### src/hdl/pbpm_pkg.sv
// Shared constants, request codes, command/status structs and metadata record
// for the packet buffer pool manager. No dependencies.
`default_nettype none

package pbpm_pkg;

    localparam int NUM_BLOCKS   = 256;
    localparam int BLOCK_BYTES  = 2048;
    localparam int FILLED_DEPTH = 256;

    localparam int FREE_AW   = $clog2(NUM_BLOCKS);
    localparam int FREE_CW   = $clog2(NUM_BLOCKS + 1);
    localparam int FILL_AW   = $clog2(FILLED_DEPTH);
    localparam int FILL_CW   = $clog2(FILLED_DEPTH + 1);
    localparam int BLK_SHIFT = $clog2(BLOCK_BYTES);

    localparam int REQ_W    = 2;
    localparam int HANDLE_W = 8;
    localparam int LEN_IN_W = 16;
    localparam int TS_W     = 64;
    localparam int IFACE_W  = 16;
    localparam int KIND_W   = 8;
    localparam int LEN_W    = 12;
    localparam int ADDR_W   = 19;
    localparam int CNT_W    = 32;

    localparam int S_TDATA_W = 112;
    localparam int M_TDATA_W = 192;
    localparam int M_PAD_W   = M_TDATA_W - (HANDLE_W + ADDR_W + LEN_W + TS_W + IFACE_W
                                            + KIND_W + 2 * CNT_W);

    typedef enum logic [REQ_W-1:0] {
        REQ_ALLOC   = 2'd0,
        REQ_COMMIT  = 2'd1,
        REQ_POP     = 2'd2,
        REQ_RELEASE = 2'd3
    } req_t;

    typedef struct packed {
        logic accept;   // input transfer, capture request
        logic exec;     // decide, update pointers and counters, issue reads
        logic fetch;    // FIFO read data back, issue metadata read
        logic load;     // write the output register
    } pbpm_cmd_t;

    typedef struct packed {
        logic out_busy; // output register holds a transfer not yet taken
    } pbpm_sts_t;

    typedef struct packed {
        logic [LEN_W-1:0]   len;
        logic [TS_W-1:0]    ts;
        logic [IFACE_W-1:0] iface;
        logic [KIND_W-1:0]  kind;
    } meta_t;

    function automatic logic handle_in_range(input logic [HANDLE_W-1:0] h);
        return 32'(h) < NUM_BLOCKS;
    endfunction

endpackage

`default_nettype wire

### src/hdl/pbpm_ctrl.sv
// Request sequencer for the packet buffer pool manager.
// Depends on pbpm_pkg; drives the command struct of pbpm_dp.
`default_nettype none

module pbpm_ctrl import pbpm_pkg::*;
(
    input  wire logic      clk,
    input  wire logic      rst_n,
    input  wire logic      s_tvalid,
    output logic           s_tready,
    input  wire pbpm_sts_t sts,
    output pbpm_cmd_t      cmd
);

    typedef enum logic [2:0] {
        ST_IDLE,
        ST_EXEC,
        ST_FETCH,
        ST_META,
        ST_LOAD
    } state_t;

    state_t state_reg, state_next;
    logic   ready_reg, ready_next;

    always_comb
    begin
        state_next = state_reg;
        ready_next = ready_reg;
        case (state_reg)
            ST_IDLE:
            begin
                if (s_tvalid && ready_reg)
                begin
                    state_next = ST_EXEC;
                    ready_next = 1'b0;
                end
            end
            ST_EXEC:  state_next = ST_FETCH;
            ST_FETCH: state_next = ST_META;
            ST_META:  state_next = ST_LOAD;
            ST_LOAD:
            begin
                if (!sts.out_busy)
                begin
                    state_next = ST_IDLE;
                    ready_next = 1'b1;
                end
            end
            default:
            begin
                state_next = ST_IDLE;
                ready_next = 1'b1;
            end
        endcase
    end

    always_ff @(posedge clk or negedge rst_n)
    begin
        if (!rst_n)
        begin
            state_reg <= ST_IDLE;
            ready_reg <= 1'b1;
        end
        else
        begin
            state_reg <= state_next;
            ready_reg <= ready_next;
        end
    end

    assign s_tready   = ready_reg;
    assign cmd.accept = s_tvalid && ready_reg;
    assign cmd.exec   = (state_reg == ST_EXEC);
    assign cmd.fetch  = (state_reg == ST_FETCH);
    assign cmd.load   = (state_reg == ST_LOAD) && !sts.out_busy;

endmodule

`default_nettype wire

### config.mk
export PLATFORM = sky130hd
export DESIGN_NAME = pbpm_ctrl
export DESIGN_NICKNAME = d
export VERILOG_FILES = /design/src/hdl/pbpm_pkg.sv /design/src/hdl/pbpm_ctrl.sv
export SDC_FILE = /design/constraint.sdc
export NUM_CORES = 1
export LEC_CHECK = 0
export BUFFER_PORTS_ARGS = -buffer_cell sky130_fd_sc_hd__buf_2
export CORE_AREA = 2 2 39 41
export DETAILED_ROUTE_END_ITERATION = 7
export DIE_AREA = 0 0 41 43
export PLACE_DENSITY = 0.36
export SLEW_MARGIN = 5
export SYNTH_ARGS = -nofsm -noshare
export SYNTH_HDL_FRONTEND = slang
export SYNTH_SLANG_ARGS = --single-unit
export TNS_END_PERCENT = 5
### constraint.sdc
create_clock -name clk -period 2.5 [get_ports clk]
set_clock_uncertainty 0.1 [all_clocks]
set_input_delay 0.125 -clock clk [delete_from_list [all_inputs] [get_ports clk]]
set_output_delay 0.125 -clock clk [all_outputs]
set_load 0.05 [all_outputs]
Yosys cells after proc, flatten, opt, wreduce, memory -nomap -nowiden
Cells that the tools add are included.
{"block": "totals", "ff_bits": 4}
{"block": "op_classes", "n_eq_ne": 6, "muxes": 6, "bitwise": 1, "reduce_logical": 7}
{"op": "3-bit one-hot mux with 5 select lines", "count": 1}
{"op": "3-bit by 2-bit == test with 1-bit output (second input constant)", "count": 2}
{"op": "3-bit 2-to-1 mux", "count": 2}
{"op": "2-bit != test (second input constant)", "count": 2}
{"op": "3-bit by 1-bit == test with 1-bit output (second input constant)", "count": 1}
{"op": "3-bit == test (second input constant)", "count": 1}
{"op": "3-bit zero test", "count": 1}
{"op": "1-bit one-hot mux with 3 select lines", "count": 1}
{"op": "3-bit AND reduction", "count": 1}
{"op": "3-bit OR reduction", "count": 1}
{"op": "1-bit logical AND", "count": 2}
{"op": "1-bit 2-to-1 mux", "count": 2}
{"op": "2-bit AND reduction", "count": 1}
{"op": "1-bit zero test", "count": 1}
{"op": "1-bit NOT", "count": 1}

Longest topological paths before layout
Gate-level depths: netlist of run 1.
{"block": "depth", "depth_word": 4, "depth_mapped": 3, "mapped_depth_nobuf": 2}

Least setup slack after synthesis of run 1
No wires, ideal clock.
{"block": "synth_timing", "path_kind": "flip-flop to output port", "startpoint": "register state_reg[2]", "endpoint": "output port cmd[1] in the netlist's numbering", "t_arrival_ns": 1.660, "slack_ns": 0.615, "path_stages_with_launch": 3, "cell_sequence": "dfrtp_1 buf_4 nor3b_1"}
{"element": "start: declaration", "line": "pbpm_ctrl.sv:23", "rtl": "state_t state_reg, state_next;"}
{"element": "start signal: assignment", "line": "pbpm_ctrl.sv:67", "rtl": "state_reg <= state_next;"}
{"element": "end: declaration", "line": "pbpm_ctrl.sv:12", "rtl": "output pbpm_cmd_t cmd"}

==> out/qor.csv, run 1 <==
metric,value,unit
run_status,finished clean,
fin_crit_sh,0.6094,
drc_errors,0,
grt_first_pass_wirelength,800,um
cp_top_family,flip-flops,
clkPwrFrac,0.189,
power.ir.vdd_worst,0.6136,mV
drt_wl_total,453,um
first_pass_iters,2,
final_nets,37,
maxSlewViolCount,0,
grt_pass1_vias,180,
largest_reg_flops,3,
insertedDiodeCount,0,
clkTransAtPathRegs,40,ps
dpl.hpwl,349.5,um
grt_setup_unrepaired,false,
vias,197,
drive_gt1_frac,0.4688,
switchingPower,0.2294,mW
cts.sinks,4,
p_sw_frac,0.4977,
critical_path_class,register to output port,
rows,14,
antenna_found_initial,0,
max_clock_freq,656.4,MHz
hold_class,input pin to register,
cts.repair.resized,0,
cp-startpoint,state_reg[0],
intPower,0.2316,mW
cp_slowest_cell,dfrtp_1,
start_util,0.1763,
top_layer,met4,
syn-cell-area,244.0,um^2
drtIter0Drc,1,
grt_overflow,0,
dieArea,0.001763,mm^2
routed_via_density,4.104,
combPwrFrac,0.451,
wl_per_cell,9.438,um
min-delay-start,sts,
fin_crit,1524,ps
critPathArrivalTime,1300,ps
path_buf_inv,1,
rr_startpoint,state_reg[0],
tns,0,ps
ys_warn_count,0,
max_slew_margin,0.7686,
clk_latency,230,ps
io_pins,9,
powerDensity,1468,mW/mm^2
wl_met1,225,um
drv_cap,0,
synth_cells,22,
area_growth,28.72,%
syn_nets,26,
startpoint_type,register,
nFillCells,151,
synthesis.area_per_instance,11.09,um^2
grt_max_degree,10,
postSynthRegisterBits,4,
fin_util,0.2269,
post_cts_buffers,0,
grt_use_total,0.07150,
p_leak,0.1330,nW
finalSetupViolations,0,
clockRootBuffer,clkbuf_4,
core,0.001384,mm^2
synth.distinct_cells,14,
die_x,41,um
slowest_delay,480,ps
p_total,0.4610,mW
cts_tree,built,
wl_met3,26,um
end_kind,output port,
drtAntennaViolNets,0,
yosysSeqAreaShare,0.4154,
clk_path_buf_depth,2,
worst_slew_pin_slew,347.2,ps
critical_path.cell_chain,nor4b_2 > buf_2,
hold_violations,0,
gp_congestion,0.7128,
die_h,43,um
wl_met2,193,um
cts_inserted_buffers,3,
portBuffers,8,
cp_max_fo,9,
seqPwrFrac,0.360,
crit_required,2280,ps
h-tree-depth,1,
[cell usage in the layout (no fill, tap or decap)]
cell type      instances
a21oi_1                1
and2_1                 1
buf_2                  8
clkbuf_1               1
clkbuf_4               3
dfrtp_1                3
dfstp_2                1
dlygate4sd3_1          1
nand2_1                1
nand3b_1               1
nor2_1                 2
nor3_1                 2
nor3b_1                2
nor4b_2                3
o31ai_1                1
xnor2_1                1
[metal layers]
metal,up-vias,global-route usage
li1,98,-
met1,90,0.1039
met2,7,0.07500
met3,2,0.03141
met4,0,0.06000
met5,-,0
[what timing repair did]
item                                    4_1_cts  5_1_grt
endpoints found under the setup margin        0        0
hold buffers                                  1        0
hold endpoints to repair                      4        0
[path summary, 6_finish.rpt]
| check | endpoint | slack [ps] | cells past startpoint |
|---|---|---|---|
| setup / recovery | cmd[0] | 980 | 2 |
| max in group asynchronous | s_tready | 1960 | 2 |
| min in group asynchronous | state_reg[2] | 130 | 2 |
| hold / removal | state_reg[2] | 70 | 3 |
| setup reg to reg | s_tready | 1450 | 2 |
| hold reg to reg | s_tready | 430 | 2 |
[synthesized netlist by cell type, drive strengths merged]
cell / count / area, um^2
dfstp: 1 / 26.28
nor2: 2 / 7.510
nor3: 2 / 10.01
nand2: 1 / 3.750
nand3b: 1 / 7.510
and2: 1 / 6.260
dfrtp: 3 / 75.07
a21oi: 1 / 5.000
nor3b: 2 / 15.01
xnor2: 1 / 8.760
o31ai: 1 / 7.510
buf: 3 / 26.27
nor4b: 3 / 45.04
[power groups by stage]
stage,clock [mW],combinational (mW),sequential (mW)
floorplan,0,0.233,0.130
finish,0.0870,0.208,0.166
global route,0.101,0.225,0.175
CTS,0.0916,0.211,0.167
global placement,0,0.212,0.165
detailed placement,0,0.209,0.167
[through the flow]
step           instance area (um^2)  std cells  setup slack [ps]  hold WS, ps
5_1_grt                       314.1         48             892.8        92.90
2_1_floorplan                 244.0         22             614.6       -270.6
4_1_cts                       314.1         48             957.3        67.97
6_report                      314.1         48             976.4        74.76
3_3_place_gp                  277.8         43              1220       -164.3
3_5_place_dp                  277.8         43              1217       -163.5
[kinds of logic after synthesis]
family / share of synthesized area
XOR/XNOR: 0.03590
flip-flops: 0.4154
AO/OA/AOI/OAI: 0.05127
AND/OR/NAND/NOR: 0.3897
buffers and inverters: 0.1077
[tightest hold or removal path, stage by stage]
cell	delay, ps
buf_2	120
nand2_1	60
o31ai_1	60
[layout make-up]
class,count,area (um^2),area share
Multi-Input combinational cell,15,116.4,0.3705
Sequential cell,4,101.3,0.3227
Timing Repair Buffer,9,50.05,0.1594
Clock buffer,4,26.28,0.08367
Tap cell,16,20.02,0.06375
(Power assumes the default switching activity.)
==> run 2: changes to the inputs <==
--- a/config.mk
+++ b/config.mk
@@ -5,11 +5,12 @@
 export SDC_FILE = /design/constraint.sdc
 export NUM_CORES = 1
 export LEC_CHECK = 0
+export ABC_AREA = 1
 export BUFFER_PORTS_ARGS = -buffer_cell sky130_fd_sc_hd__buf_2
 export CORE_AREA = 2 2 39 41
 export DETAILED_ROUTE_END_ITERATION = 7
 export DIE_AREA = 0 0 41 43
-export PLACE_DENSITY = 0.36
+export PLACE_DENSITY = 0.34
 export SLEW_MARGIN = 5
 export SYNTH_ARGS = -nofsm -noshare
 export SYNTH_HDL_FRONTEND = slang
==> constraint.sdc (replaced) <==
create_clock -name clk -period 1.3 [get_ports clk]
set_clock_uncertainty 0.1 [all_clocks]
set_input_delay 0.065 -clock clk [delete_from_list [all_inputs] [get_ports clk]]
set_output_delay 0.065 -clock clk [all_outputs]
set_load 0.05 [all_outputs]
==> out/qor.csv, run 2 <==
metric,value,unit,change
run_status,"finished, violations left",,was finished clean
failed_checks,setup timing,,
tns,-5.512,ps,was 0 ps
clkTransAtPathRegs,40,ps,about the same
ys_top_cells_by_count,"5 x inv_1, 5 x nand2_1, 4 x nand3_1",,"was 3 x dfrtp_1, 3 x nor4b_2"
wl_per_cell,8.180,um,was 9.438 um
dp_cells,51,,was 43
rows,14,,unchanged
async_flop_share,1.000,,unchanged
grt_pass1_vias,250,,was 180
drive_gt1_frac,0.6222,,was 0.4688
synthFlopType,dfrtp_1,,unchanged
die_x,41,um,unchanged
cts_inserted_buffers,3,,unchanged
critPathArrivalTime,1140,ps,was 1300 ps
p_sw_frac,0.4818,,was 0.4977
cts_tree,built,,unchanged
grt_first_pass_wirelength,910,um,was 800 um
rr_startpoint,state_reg[0],,unchanged
p_leak,0.2027,nW,was 0.1330 nW
portBuffers,8,,unchanged
grt_setup_unrepaired,true,,was false
first_pass_iters,4,,was 2
most-common-layout-cells,"5 x nand2_1, 5 x buf_4, 4 x nand3_1, 4 x buf_2, 4 x buf_6",,"was 8 x buf_2, 3 x nor4b_2, 3 x clkbuf_4, 3 x dfrtp_1"
crit_path_end,cmd[0],,unchanged
insertedDiodeCount,0,,unchanged
intPower,0.6286,mW,was 0.2316 mW
postSynthRegisterBits,4,,unchanged
maxSlewViolCount,0,,unchanged
start_util,0.1537,,was 0.1763
drc_errors,0,,unchanged
drv_cap,0,,unchanged
yosys.area.top_type,dfrtp_1,,unchanged
fin_util,0.2875,,was 0.2269
routed_via_density,3.852,,was 4.104
powerDensity,3049,mW/mm^2,was 1468 mW/mm^2
reg2reg_slack,140,ps,was 1450 ps
grt_use_total,0.07956,,was 0.07150
seqPwrFrac,0.237,,was 0.360
syn-cell-area,212.7,um^2,was 244.0 um^2
gp_congestion,0.6999,,was 0.7128
syn_nets,31,,was 26
reg2reg_depth,6,,was 2
core,0.001384,mm^2,unchanged
cp_top_family,flip-flops,,unchanged
yosys.area.top_type_share,0.3529,,was 0.3077
path_buf_inv,2,,was 1
synth_cells,27,,was 22
ys_top_cells_by_area,"dfrtp_1 35%, dfstp_2 12%, nand3_1 9.4%",,"was dfrtp_1 31%, nor4b_2 18%, dfstp_2 11%"
grt_overflow,0,,unchanged
fin_crit,1306,ps,
combPwrFrac,0.627,,was 0.451
clk_path_buf_depth,2,,unchanged
die_h,43,um,unchanged
synth.distinct_cells,10,,was 14
startpoint_type,register,,unchanged
synthesis.area_per_instance,7.878,um^2,was 11.09 um^2
r2r-end,s_tready,,unchanged
clkPwrFrac,0.136,,was 0.189
crit_required,1130,ps,was 2280 ps
antenna_found_initial,0,,unchanged
slowest_delay,430,ps,was 480 ps
worst_slew_pin_slew,247.1,ps,was 347.2 ps
hold_violations,0,,unchanged
cp_max_fo,4,,was 9
io_pins,9,,unchanged
final_nets,50,,was 37
fin_cells,61,,was 48
grt_max_degree,6,,was 10
cp_slowest_cell,dfrtp_2,,was dfrtp_1
hold_class,input pin to register,,unchanged
largest_reg_flops,3,,unchanged
clk_latency,230,ps,about the same
dieArea,0.001763,mm^2,unchanged
nFillCells,160,,was 151
p_total,1.213,mW,was 0.4610 mW
yosysSeqAreaShare,0.4765,,was 0.4154
clockRootBuffer,clkbuf_4,,unchanged
worst_slack,-5.512,ps,was 976.4 ps
crit_cells,3,,was 2
switchingPower,0.5844,mW,was 0.2294 mW
max_slew_margin,0.8364,,was 0.7686
drt_wl_total,499,um,was 453 um
vias,235,,was 197
critical_path_class,register to output port,,unchanged
area_growth,87.06,%,was 28.72%
critical_path.cell_chain,buf_4 > nor4_4 > buf_6,,was nor4b_2 > buf_2
drtIter0Drc,8,,was 1
h-tree-depth,1,,unchanged
power.ir.vdd_worst,0.7928,mV,was 0.6136 mV
finalSetupViolations,1,,was 0
fin_crit_sh,1.004,,
synth_edf_count,0,,unchanged
end_kind,output port,,unchanged
cp-startpoint,state_reg[0],,unchanged
place_ws,121.5,ps,was 1217 ps
max_clock_freq,766.0,MHz,
ys_warn_count,0,,unchanged
cts.sinks,4,,unchanged
drtAntennaViolNets,0,,unchanged
[run 2: changes by cell type in the layout (fill, tap and decap cells not counted), moves of 3 or more]
cell,previous run,this run
dfrtp_1,3,0
buf_6,0,4
buf_4,0,5
dfrtp_2,0,3
buf_2,8,4
nand2_1,1,5
nand3_1,0,4
nor4b_2,3,0
inv_2,0,3
[run 2: how the worst min path moves through the flow]
stage	startpoint	to	depth (start not counted)
6_report	sts	state_reg[2]	3
5_1_grt	sts	state_reg[2]	3
4_1_cts	sts	state_reg[2]	3
3_5_place_dp	rst_n	state_reg[2]	1
3_3_place_gp	rst_n	state_reg[0]	1
2_1_floorplan	rst_n	state_reg[0]	0
[run 2: power by group through the flow]
stage | registers [mW] | logic, mW | clock network (mW)
2_1_floorplan | 0.312 | 0.394 | 0
5_1_grt | 0.296 | 0.835 | 0.191
3_3_place_gp | 0.281 | 0.547 | 0
6_report | 0.288 | 0.760 | 0.165
4_1_cts | 0.281 | 0.669 | 0.173
3_5_place_dp | 0.279 | 0.539 | 0
[run 2: area by class of cell]
| type | instances | area (um^2) | area share |
|---|---|---|---|
| inverters | 5 | 18.77 | 0.04717 |
| repair buffers | 14 | 112.6 | 0.2830 |
| well taps | 16 | 20.02 | 0.05031 |
| flip-flops and latches | 4 | 105.1 | 0.2642 |
| multi-input cells | 18 | 115.1 | 0.2893 |
| clock buffers | 4 | 26.28 | 0.06604 |
[run 2: layer usage]
metal | up-vias | wire length (um) | track usage
li1 | 123 | - | -
met2 | 4 | 257 | 0.1000
met4 | 0 | 0 | 0.06000
met5 | - | 0 | 0
met3 | 0 | 27 | 0.04712
met1 | 108 | 214 | 0.09416
[run 2: logic make-up (layout without fill, tap and decap cells)]
logic type | Yosys count | count (layout) | share of synthesized area
flops | 4 | 4 | 0.4765
buf+inv | 5 | 23 | 0.08824
compound gates | 2 | 2 | 0.04706
simple gates | 16 | 16 | 0.3883
[run 2: per-stage QoR]
step / hold WS (ps) / area, um^2
floorplan: -330.6 / 227.7
global placement: -224.1 / 287.8
detailed placement: -225.5 / 287.8
CTS: 48.26 / 369.1
global route: 51.92 / 397.9
finish: 50.44 / 397.9
[run 2: worst reg2reg max path: stages (launching register included)]
cell,delay (ps)
dfrtp_2,430
buf_4,150
nor2_1,120
nand3_2,110
nand3_1,90
nand2_1,50
nand2_1,50
[run 2: timing repair]
| item | in CTS | in global routing |
|---|---|---|
| setup buffers | 3 | 2 |
| pin swaps | 1 | 1 |
| gates resized for setup | 11 | 5 |
| hold buffers | 1 | 0 |
| endpoints found under the hold margin | 4 | 0 |
| endpoints found under the setup margin | 4 | 4 |
==> run 3: changes to the inputs <==
==> constraint.sdc (replaced) <==
create_clock -name clk -period 1.3 [get_ports clk]
set_clock_uncertainty 0.1 [all_clocks]
set_input_delay 0.065 -clock clk [delete_from_list [all_inputs] [get_ports clk]]
set_output_delay 0.065 -clock clk [all_outputs]
set_load 0.1 [all_outputs]
==> out/qor.csv, run 3 (synthesis results as in run 2) <==
metric,value,unit,change
cts_tree,built,,unchanged
io_pins,9,,unchanged
startpoint_type,register,,unchanged
drv_cap,0,,unchanged
area_growth,113.5,%,was 87.06%
antenna_found_initial,0,,unchanged
nFillCells,139,,was 160
die_h,43,um,unchanged
insertedDiodeCount,0,,unchanged
routed_via_density,3.724,,was 3.852
path_buf_inv,1,,was 2
final_nets,47,,was 50
grt_pass1_vias,215,,was 250
design_area,454.2,um^2,was 397.9 um^2
critical_path.cell_chain,nor4_4 > buf_12,,was buf_4 > nor4_4 > buf_6
core,0.001384,mm^2,unchanged
critical_path_class,register to output port,,unchanged
drive_gt1_frac,0.6667,,was 0.6222
maxSlewViolCount,0,,unchanged
slowest_delay,440,ps,was 430 ps
failed_checks,setup timing,,unchanged
clk_latency,240,ps,was 230 ps
dp_cells,51,,unchanged
worst_slew_pin_slew,259.4,ps,was 247.1 ps
critPathArrivalTime,1200,ps,was 1140 ps
first_pass_iters,1,,was 4
cp_max_fo,5,,was 4
end_kind,output port,,unchanged
finalSetupViolations,3,,was 1
largest_reg_flops,3,,unchanged
grt_first_pass_wirelength,772,um,was 910 um
clockRootBuffer,clkbuf_4,,unchanged
clk_path_buf_depth,2,,unchanged
hold_violations,0,,unchanged
cts.sinks,4,,unchanged
dieArea,0.001763,mm^2,unchanged
clkTransAtPathRegs,40,ps,about the same
start_util,0.1537,,unchanged
max_clock_freq,731.5,MHz,was 766.0 MHz
max_slew_margin,0.8258,,was 0.8364
wl_per_cell,8.172,um,was 8.180 um
fin_crit_sh,1.052,,was 1.004
vias,216,,was 235
grt_use_total,0.07056,,was 0.07956
drc_errors,0,,unchanged
worst_slack,-67.14,ps,was -5.512 ps
hold_class,input pin to register,,unchanged
grt_setup_unrepaired,true,,unchanged
cp_slowest_cell,dfrtp_2,,unchanged
final_common_cell,buf_12,,
drt_wl_total,474,um,was 499 um
drtAntennaViolNets,0,,unchanged
fin_util,0.3282,,was 0.2875
most-common-layout-cells,"6 x buf_12, 4 x inv_2, 4 x nand3_1, 4 x nand2_1",,"was 5 x nand2_1, 5 x buf_4, 4 x nand3_1, 4 x buf_2, 4 x buf_6"
drtIter0Drc,0,,was 8
postPlaceCellArea,369.1,um^2,was 287.8 um^2
grt_overflow,0,,unchanged
rows,14,,unchanged
h-tree-depth,1,,unchanged
grt_max_degree,7,,was 6
gp_congestion,0.7394,,was 0.6999
cp_top_family,flip-flops,,unchanged
dpl.hpwl,369.8,um,
cts_inserted_buffers,3,,unchanged
run_status,"finished, violations left",,unchanged
die_x,41,um,unchanged
fin_crit,1367,ps,was 1306 ps
fin_cells,58,,was 61
place_ws,149.6,ps,was 121.5 ps
portBuffers,8,,unchanged
crit_required,1130,ps,about the same
==> run 3: layout make-up <==
type | count | area [um^2] | area share
Timing Repair Buffer | 11 | 152.6 | 0.3361
Multi-Input combinational cell | 18 | 127.6 | 0.2810
Sequential cell | 4 | 105.1 | 0.2314
Clock buffer | 4 | 26.28 | 0.05785
Inverter | 5 | 22.52 | 0.04959
Tap cell | 16 | 20.02 | 0.04408
==> run 3: worst paths after layout <==
kind / startpoint / to / slack [ps] / depth (start not counted)
setup / recovery: state_reg[1] / cmd[0] / -70 / 2
hold reg to reg: s_tready / s_tready / 410 / 2
hold / removal: sts / state_reg[2] / 40 / 3
setup reg to reg: state_reg[0] / s_tready / 150 / 6
min in group asynchronous: rst_n / state_reg[1] / 60 / 2
max in group asynchronous: rst_n / s_tready / 840 / 2
==> run 3: what timing repair did <==
| action | CTS | global route |
|---|---|---|
| pin swaps | 1 | 2 |
| gates resized for setup | 6 | 4 |
| endpoints found under the hold margin | 4 | 0 |
| buffers inserted | 1 | 1 |
| hold buffers | 1 | 0 |
| endpoints found under the setup margin | 4 | 4 |
==> run 3: tightest hold or removal path, delay by kind of cell <==
family	cells	cell delay [ps]
buf+inv	1	120
simple gates	2	160
==> run 3: per-stage QoR <==
step / TNS, ps / hold slack (ps)
after floorplan: -1460 / -330.6
after detailed placement: 0 / -228.6
after global placement: 0 / -229.6
after global routing: -311.4 / 50.96
final: -91.83 / 42.52
after CTS: -172.2 / 42.47
==> run 3: metal layers <==
layer / track usage / part of all wire
met5: 0 / 0
met1: 0.07818 / 0.45
met4: 0.1000 / 0
met2: 0.08750 / 0.51
met3: 0.01571 / 0.042
Power of run 3 is left out: the tool's default activity adds up to more than one toggle a clock period on the data nets, which glitch-free logic cannot reach.
